==> config.mk <==
export PLATFORM = sky130hd
export DESIGN_NAME = periodic_timer_bank
export DESIGN_NICKNAME = d
export VERILOG_FILES = /design/src/ptb_pkg.sv /design/src/ptb_slot_store.sv /design/src/periodic_timer_bank.sv
export SDC_FILE = /design/constraint.sdc
export NUM_CORES = 1
export LEC_CHECK = 0
export ABC_AREA = 1
export BUFFER_PORTS_ARGS = -buffer_cell sky130_fd_sc_hd__buf_2
export CAP_MARGIN = 20
export CORE_MARGIN = 8
export CORE_UTILIZATION = 35
export DETAILED_ROUTE_END_ITERATION = 10
export PLACE_DENSITY = 0.58
export SETUP_SLACK_MARGIN = 0.3
export SLEW_MARGIN = 30
export SYNTH_ARGS = -nofsm -noshare
export SYNTH_HDL_FRONTEND = slang
export SYNTH_SLANG_ARGS = --single-unit
==> constraint.sdc <==
create_clock -name i_clk -period 4.5 [get_ports i_clk]
set_input_delay 1.35 -clock i_clk [delete_from_list [all_inputs] [get_ports i_clk]]
set_output_delay 1.35 -clock i_clk [all_outputs]
set_load 0.1 [all_outputs]
==> src/ptb_pkg.sv <==
// Shared constants and types for the periodic timer bank.
`default_nettype none
package ptb_pkg;

    localparam int TIMER_SLOTS = 8;
    localparam int COUNT_BITS  = 16;
    localparam int IDX_BITS    = (TIMER_SLOTS > 1) ? $clog2(TIMER_SLOTS) : 1;
    localparam int USED_BITS   = $clog2(TIMER_SLOTS + 1);

    // Field widths fixed by the stream format.
    localparam int CMD_BITS      = 2;
    localparam int SLOT_BITS     = 3;
    localparam int INTERVAL_BITS = 16;
    localparam int KIND_BITS     = 2;

    localparam logic [CMD_BITS-1:0] CMD_TICK   = 2'd0;
    localparam logic [CMD_BITS-1:0] CMD_ALLOC  = 2'd1;
    localparam logic [CMD_BITS-1:0] CMD_CHANGE = 2'd2;

    localparam logic [KIND_BITS-1:0] KIND_EXPIRED = 2'd0;
    localparam logic [KIND_BITS-1:0] KIND_GRANTED = 2'd1;
    localparam logic [KIND_BITS-1:0] KIND_REFUSED = 2'd2;

    typedef struct packed {
        logic                  load;
        logic                  step;
        logic [IDX_BITS-1:0]   idx;
        logic [COUNT_BITS-1:0] interval;
    } t_store_ctl;

endpackage
`default_nettype wire

==> src/ptb_slot_store.sv <==
// Slot interval and count registers with the shared increment and compare unit.
`default_nettype none
module ptb_slot_store (
    input  wire logic                  i_clk,
    input  wire logic                  i_rst_n,
    input  wire ptb_pkg::t_store_ctl   i_ctl,
    output logic                       o_fire
);

    logic [ptb_pkg::COUNT_BITS-1:0] r_interval [ptb_pkg::TIMER_SLOTS];
    logic [ptb_pkg::COUNT_BITS-1:0] r_count    [ptb_pkg::TIMER_SLOTS];
    logic [ptb_pkg::COUNT_BITS-1:0] count_inc;

    // The one incrementer and comparator, applied to the addressed slot.
    assign count_inc = r_count[i_ctl.idx] + ptb_pkg::COUNT_BITS'(1);
    assign o_fire    = (count_inc == r_interval[i_ctl.idx]);

    always_ff @(posedge i_clk) begin
        if (!i_rst_n) begin
            for (int i = 0; i < ptb_pkg::TIMER_SLOTS; i++) begin
                r_interval[i] <= '0;
                r_count[i]    <= '0;
            end
        end else if (i_ctl.load) begin
            r_interval[i_ctl.idx] <= i_ctl.interval;
            r_count[i_ctl.idx]    <= '0;
        end else if (i_ctl.step) begin
            r_count[i_ctl.idx] <= o_fire ? '0 : count_inc;
        end
    end

endmodule
`default_nettype wire

==> src/periodic_timer_bank.sv <==
// Top level of the periodic timer bank: command sequencer and result register.
// Usage: commands enter on the slave stream; i_s_tuser carries the command
// (0 tick, 1 allocate, 2 change), i_s_tdata the slot and the interval.
// Results leave on the master stream: o_m_tuser is the result kind, o_m_tdata
// the slot number, and o_m_tlast marks the final result of one command.
// An allocate gives one result (granted or refused) in the cycle after it is
// taken. A change gives no result.
// A tick walks the allocated slots one per cycle through a single incrementer
// and comparator (up to 8 slots), then sends the expiries, highest slot first.
// No new command is taken while a tick is being walked or its expiries sent.
// A single output register separates the two sides; a command is taken while
// a result still waits only if that result is being taken in the same cycle.
// When the receiver stalls, the sequencer holds and loses nothing.
// Reset (synchronous, active low) frees every slot and clears all intervals
// and counts; no result is pending after reset.
`default_nettype none
module periodic_timer_bank (
    input  wire logic        i_clk,
    input  wire logic        i_rst_n,
    input  wire logic        i_s_tvalid,
    output logic             o_s_tready,
    input  wire logic [23:0] i_s_tdata,  // slot [2:0], interval [18:3], zero [23:19]
    input  wire logic [1:0]  i_s_tuser,  // cmd [1:0]
    output logic             o_m_tvalid,
    input  wire logic        i_m_tready,
    output logic [7:0]       o_m_tdata,  // timer_slot [2:0], zero [7:3]
    output logic [1:0]       o_m_tuser,  // result_kind [1:0]
    output logic             o_m_tlast
);

    localparam logic [1:0] ST_IDLE = 2'd0;
    localparam logic [1:0] ST_WALK = 2'd1;
    localparam logic [1:0] ST_EMIT = 2'd2;

    logic [1:0]                       r_state, n_state;
    logic [ptb_pkg::IDX_BITS-1:0]     r_idx, n_idx;
    logic [ptb_pkg::USED_BITS-1:0]    r_used, n_used;
    logic [ptb_pkg::TIMER_SLOTS-1:0]  r_fired, n_fired;
    logic                             r_out_valid, n_out_valid;
    logic [ptb_pkg::KIND_BITS-1:0]    r_out_kind, n_out_kind;
    logic [ptb_pkg::SLOT_BITS-1:0]    r_out_slot, n_out_slot;
    logic                             r_out_last, n_out_last;

    logic [ptb_pkg::CMD_BITS-1:0]      in_cmd;
    logic [ptb_pkg::SLOT_BITS-1:0]     in_slot;
    logic [ptb_pkg::INTERVAL_BITS-1:0] in_interval;
    logic                              out_free;
    logic                              in_take;
    logic                              fire;
    logic [ptb_pkg::IDX_BITS-1:0]      top_idx;
    logic [ptb_pkg::TIMER_SLOTS-1:0]   top_bit;
    ptb_pkg::t_store_ctl               store_ctl;

    assign in_cmd      = i_s_tuser;
    assign in_slot     = i_s_tdata[2:0];
    assign in_interval = i_s_tdata[18:3];

    assign out_free   = !r_out_valid || i_m_tready;
    assign o_s_tready = (r_state == ST_IDLE) && out_free;
    assign in_take    = i_s_tvalid && o_s_tready;

    assign o_m_tvalid = r_out_valid;
    assign o_m_tdata  = {5'd0, r_out_slot};
    assign o_m_tuser  = r_out_kind;
    assign o_m_tlast  = r_out_last;

    ptb_slot_store u_store (
        .i_clk   (i_clk),
        .i_rst_n (i_rst_n),
        .i_ctl   (store_ctl),
        .o_fire  (fire)
    );

    // Highest expired slot still to be sent.
    always_comb begin
        top_idx = '0;
        for (int i = 0; i < ptb_pkg::TIMER_SLOTS; i++) begin
            if (r_fired[i]) begin
                top_idx = ptb_pkg::IDX_BITS'(i);
            end
        end
        top_bit = '0;
        top_bit[top_idx] = 1'b1;
    end

    always_comb begin
        n_state     = r_state;
        n_idx       = r_idx;
        n_used      = r_used;
        n_fired     = r_fired;
        n_out_valid = r_out_valid;
        n_out_kind  = r_out_kind;
        n_out_slot  = r_out_slot;
        n_out_last  = r_out_last;

        store_ctl.load     = 1'b0;
        store_ctl.step     = 1'b0;
        store_ctl.idx      = r_idx;
        store_ctl.interval = ptb_pkg::COUNT_BITS'(in_interval);

        if (r_out_valid && i_m_tready) begin
            n_out_valid = 1'b0;
        end

        unique case (r_state)
            ST_IDLE: begin
                if (in_take) begin
                    unique case (in_cmd)
                        ptb_pkg::CMD_ALLOC: begin
                            n_out_valid = 1'b1;
                            n_out_last  = 1'b1;
                            if (r_used < ptb_pkg::USED_BITS'(ptb_pkg::TIMER_SLOTS)) begin
                                store_ctl.load = 1'b1;
                                store_ctl.idx  = ptb_pkg::IDX_BITS'(r_used);
                                n_used         = r_used + ptb_pkg::USED_BITS'(1);
                                n_out_kind     = ptb_pkg::KIND_GRANTED;
                                n_out_slot     = ptb_pkg::SLOT_BITS'(r_used);
                            end else begin
                                n_out_kind = ptb_pkg::KIND_REFUSED;
                                n_out_slot = '0;
                            end
                        end
                        ptb_pkg::CMD_CHANGE: begin
                            if ({1'b0, in_slot} < 4'(ptb_pkg::TIMER_SLOTS)) begin
                                store_ctl.load = 1'b1;
                                store_ctl.idx  = ptb_pkg::IDX_BITS'(in_slot);
                            end
                        end
                        ptb_pkg::CMD_TICK: begin
                            if (r_used != '0) begin
                                n_state = ST_WALK;
                                n_idx   = '0;
                                n_fired = '0;
                            end
                        end
                        default: begin
                        end
                    endcase
                end
            end
            ST_WALK: begin
                store_ctl.step = 1'b1;
                n_fired[r_idx] = fire;
                if (ptb_pkg::USED_BITS'(r_idx) + ptb_pkg::USED_BITS'(1) == r_used) begin
                    n_state = ((n_fired != '0)) ? ST_EMIT : ST_IDLE;
                end else begin
                    n_idx = r_idx + ptb_pkg::IDX_BITS'(1);
                end
            end
            ST_EMIT: begin
                if (out_free) begin
                    n_out_valid = 1'b1;
                    n_out_kind  = ptb_pkg::KIND_EXPIRED;
                    n_out_slot  = ptb_pkg::SLOT_BITS'(top_idx);
                    n_out_last  = ((r_fired & ~top_bit) == '0);
                    n_fired     = r_fired & ~top_bit;
                    if ((r_fired & ~top_bit) == '0) begin
                        n_state = ST_IDLE;
                    end
                end
            end
            default: begin
                n_state = ST_IDLE;
            end
        endcase
    end

    always_ff @(posedge i_clk) begin
        if (!i_rst_n) begin
            r_state     <= ST_IDLE;
            r_idx       <= '0;
            r_used      <= '0;
            r_fired     <= '0;
            r_out_valid <= 1'b0;
        end else begin
            r_state     <= n_state;
            r_idx       <= n_idx;
            r_used      <= n_used;
            r_fired     <= n_fired;
            r_out_valid <= n_out_valid;
        end
    end

    always_ff @(posedge i_clk) begin
        r_out_kind <= n_out_kind;
        r_out_slot <= n_out_slot;
        r_out_last <= n_out_last;
    end

endmodule
`default_nettype wire

==> impl_metrics.yaml <==
sta:
  fin_hold_ws_ns: 0.499
  finalHoldViolCount: 0
  tns_ns: -4.66
  worst_slack_ns: -0.0949
  skew_ns: 0.0135
  fmax_ghz: 0.218
  tightest_slew_ns: 0.690
  min_period_over_period_pct: 102
  finalSetupViolCount: 123
  slew_viol_final: 0
  rsz0062_at_grt: "yes"
  slew_headroom_pct: 53.6
  period_minus_slack_ns: 4.59
critical_path:
  slowest_delay_ns: 0.25
  crit_start: "i_s_tuser[0]"
  critPathKind: "input port to register"
  crit_top_cell: "buf_6"
  cp-end-kind: "register"
  crit_path_top_delay_cell: "ha_4"
  r2r_start: "r_state[0]$_SDFFE_PN0P_"
  required_ns: 4.86
  cp.arrival_ns: 4.95
  startpoint_type: "input port"
  path_max_fanout: 8
place:
  dpl.cell_count: 2304
  hpwlAfterDp_um: 28300
  dp_slack_ns: -1.21
  io_buffers: 32
  place.gp.congestion: 0.905
synthesis:
  synth-edff-count: 262
  syn_area_mm2: 0.0141
  avgSynthCellArea_um2: 8.78
  ys_ff_latch: 280
  ys_seq_area_share_pct: 58.2
  synth_cell_types: 40
  ys.flop_type: "edfxtp_1"
  synthCells: 1610
  ys.warnings.count: 0
  async_reset_ff_share_pct: 0
  yosysTopAreaCellShare_pct: 55.6
  synth_area_leaders: "edfxtp_1, nand2_1, nor2_1"
  yosysTopAreaCell: "edfxtp_1"
power_and_ir_drop:
  p_seq_share_pct: 29.3
  share_comb_of_total_power_pct: 46.2
  p_int_mw: 6.43
  p_leak_nw: 7.83
  p_sw_mw: 3.87
  clockPowerShare_pct: 24.6
  peakVddDrop_mv: 0.295
  powerDensity_mw_per_mm2: 539
  p_sw_share_pct: 37.6
detailed_routing:
  drt-initial-drc-count: 930
  route.vias.total: 12136
  antenna_left: 0
  viasPerCell: 5.06
  wirelength_um: 43400
  wl_per_cell_um: 18.1
  firstDrtPassIters: 5
  remaining_drc_errors: 0
flow_run:
  cap_violations: 0
final_layout:
  nNetsFinal: 1897
  drive_above_1_share_pct: 29.4
  diodes: 0
  postLayoutCoreUtil_pct: 48.0
  areaGrowthSynthToFinish_pct: 35.2
  final_cells: 2400
  layout_common_cells: "nand2_1, nor2_1, edfxtp_1"
  final_common_cell: "nand2_1"
die:
  start_util_pct: 35.5
  die_h_um: 217
  die_w_um: 217
  row_count: 73
  fp.dieArea_mm2: 0.0471
  core_mm2: 0.0398
  ioPinCount: 43
global_routing:
  track_usage_pct: 17.9
  grt_max_degree: 32
  grt_pass1_vias: 11973
  antenna_found_initial: 0
  grt_pass1_wl_um: 66700
  grt-ovfl-total: 0
cts:
  cts.path.max_buffers: 3
  ctsHoldBuffers: 0
  cts_tree: "yes"
  cts-root-buf: "clkbuf_16"
  clock_sinks: 280
  clk_latency_ns: 0.51
  htree_levels: 2
  path_clk_slew_ns: 0.05
  cts_buffers: 34
min_path:
  hold_start: "r_fired[0]$_SDFFE_PN0P_"
  hold_class: "register to register"
run_status:
  failed_checks: "setup timing"
  status: "complete, but fails checks"
==> power groups by stage <==
stage	Combinational [mW]	Clock, mW	Sequential [mW]
6_report	4.76	2.53	3.02
5_1_grt	5.14	2.66	3.03
4_1_cts	4.32	2.56	3.02
3_5_place_dp	3.89	0	3.07
3_3_place_gp	3.86	0	3.06
2_1_floorplan	2.15	0	3.08
==> per-stage QoR <==
step                      power [mW]  area, µm²
final                           10.3      19100
after global routing            10.8      19100
after CTS                       9.90      18300
after detailed placement        6.97      16600
after global placement          6.92      16600
after floorplan                 5.23      14300
==> repair_timing <==
action / in CTS / in global routing
gates cloned: 4 / 0
setup endpoints to repair: 148 / 137
setup buffers: 18 / 18
resized for setup: 113 / 186
pin swaps: 28 / 67
==> sequential cells by signal (all words and copies together), names as in the netlist <==
| register | cells |
|---|---|
| r_fired | 8 |
| r_idx | 3 |
| r_state | 2 |
| u_store.r_interval | 128 |
| r_used | 4 |
| r_out_slot | 3 |
| o_m_tvalid | 1 |
| u_store.r_count | 128 |
| o_m_tlast | 1 |
| o_m_tuser | 2 |
==> layer usage <==
metal  vias to the layer above  wire (µm)  global-route usage (%)
li1                       5785          -                       -
met1                      5954      18800                    23.0
met2                       339      21700                    31.7
met3                        58       2100                    2.26
met4                         0        760                    4.17
met5                         -          0                       0
==> cell families after synthesis <==
group                    share of synthesized area, %
AO/OA/AOI/OAI                                    4.88
XOR/XNOR                                        0.186
adder cells (fa/ha/maj)                          1.06
buffers and inverters                            6.03
flip-flops                                       58.2
other                                          0.0265
AND/OR/NAND/NOR                                  29.6
==> critical path, delay by kind of cell <==
kind,cells,cell delay [ns]
buffers and inverters,9,1.14
adders and majority gates,1,0.25
AOI/OAI and AO/OA,1,0.24
and+or+nand+nor,18,1.96
==> final timing paths <==
kind / cells past startpoint / slack, ns / endpoint
setup / recovery: 29 / -0.09 / u_store.r_count[6][15]$_SDFFCE_PN0P_
hold / removal: 2 / 0.50 / r_fired[0]$_SDFFE_PN0P_
setup reg to reg: 29 / 0.31 / u_store.r_count[6][15]$_SDFFCE_PN0P_
hold reg to reg: 2 / 0.50 / r_fired[0]$_SDFFE_PN0P_
==> cells in the mapped netlist (all sizes together), types with 18 or more instances <==
| cell type | number |
|---|---|
| a21oi | 26 |
| buf | 32 |
| clkbuf | 33 |
| dfxtp | 18 |
| edfxtp | 262 |
| inv | 143 |
| nand2 | 434 |
| nand3 | 112 |
| nand3b | 33 |
| nor2 | 373 |
| o21ai | 25 |
| o22ai | 37 |
==> cell type report <==
| cell class | count | area (µm²) |
|---|---|---|
| Clock buffer | 47 | 963 |
| Clock inverter | 9 | 42.5 |
| Fill cell | 3802 | 20700 |
| Inverter | 146 | 581 |
| Multi-Input combinational cell | 1123 | 6140 |
| Sequential cell | 280 | 8230 |
| Tap cell | 525 | 657 |
| Timing Repair Buffer | 269 | 2500 |
| Timing Repair inverter | 1 | 11.3 |
(Power assumes the default switching activity.)
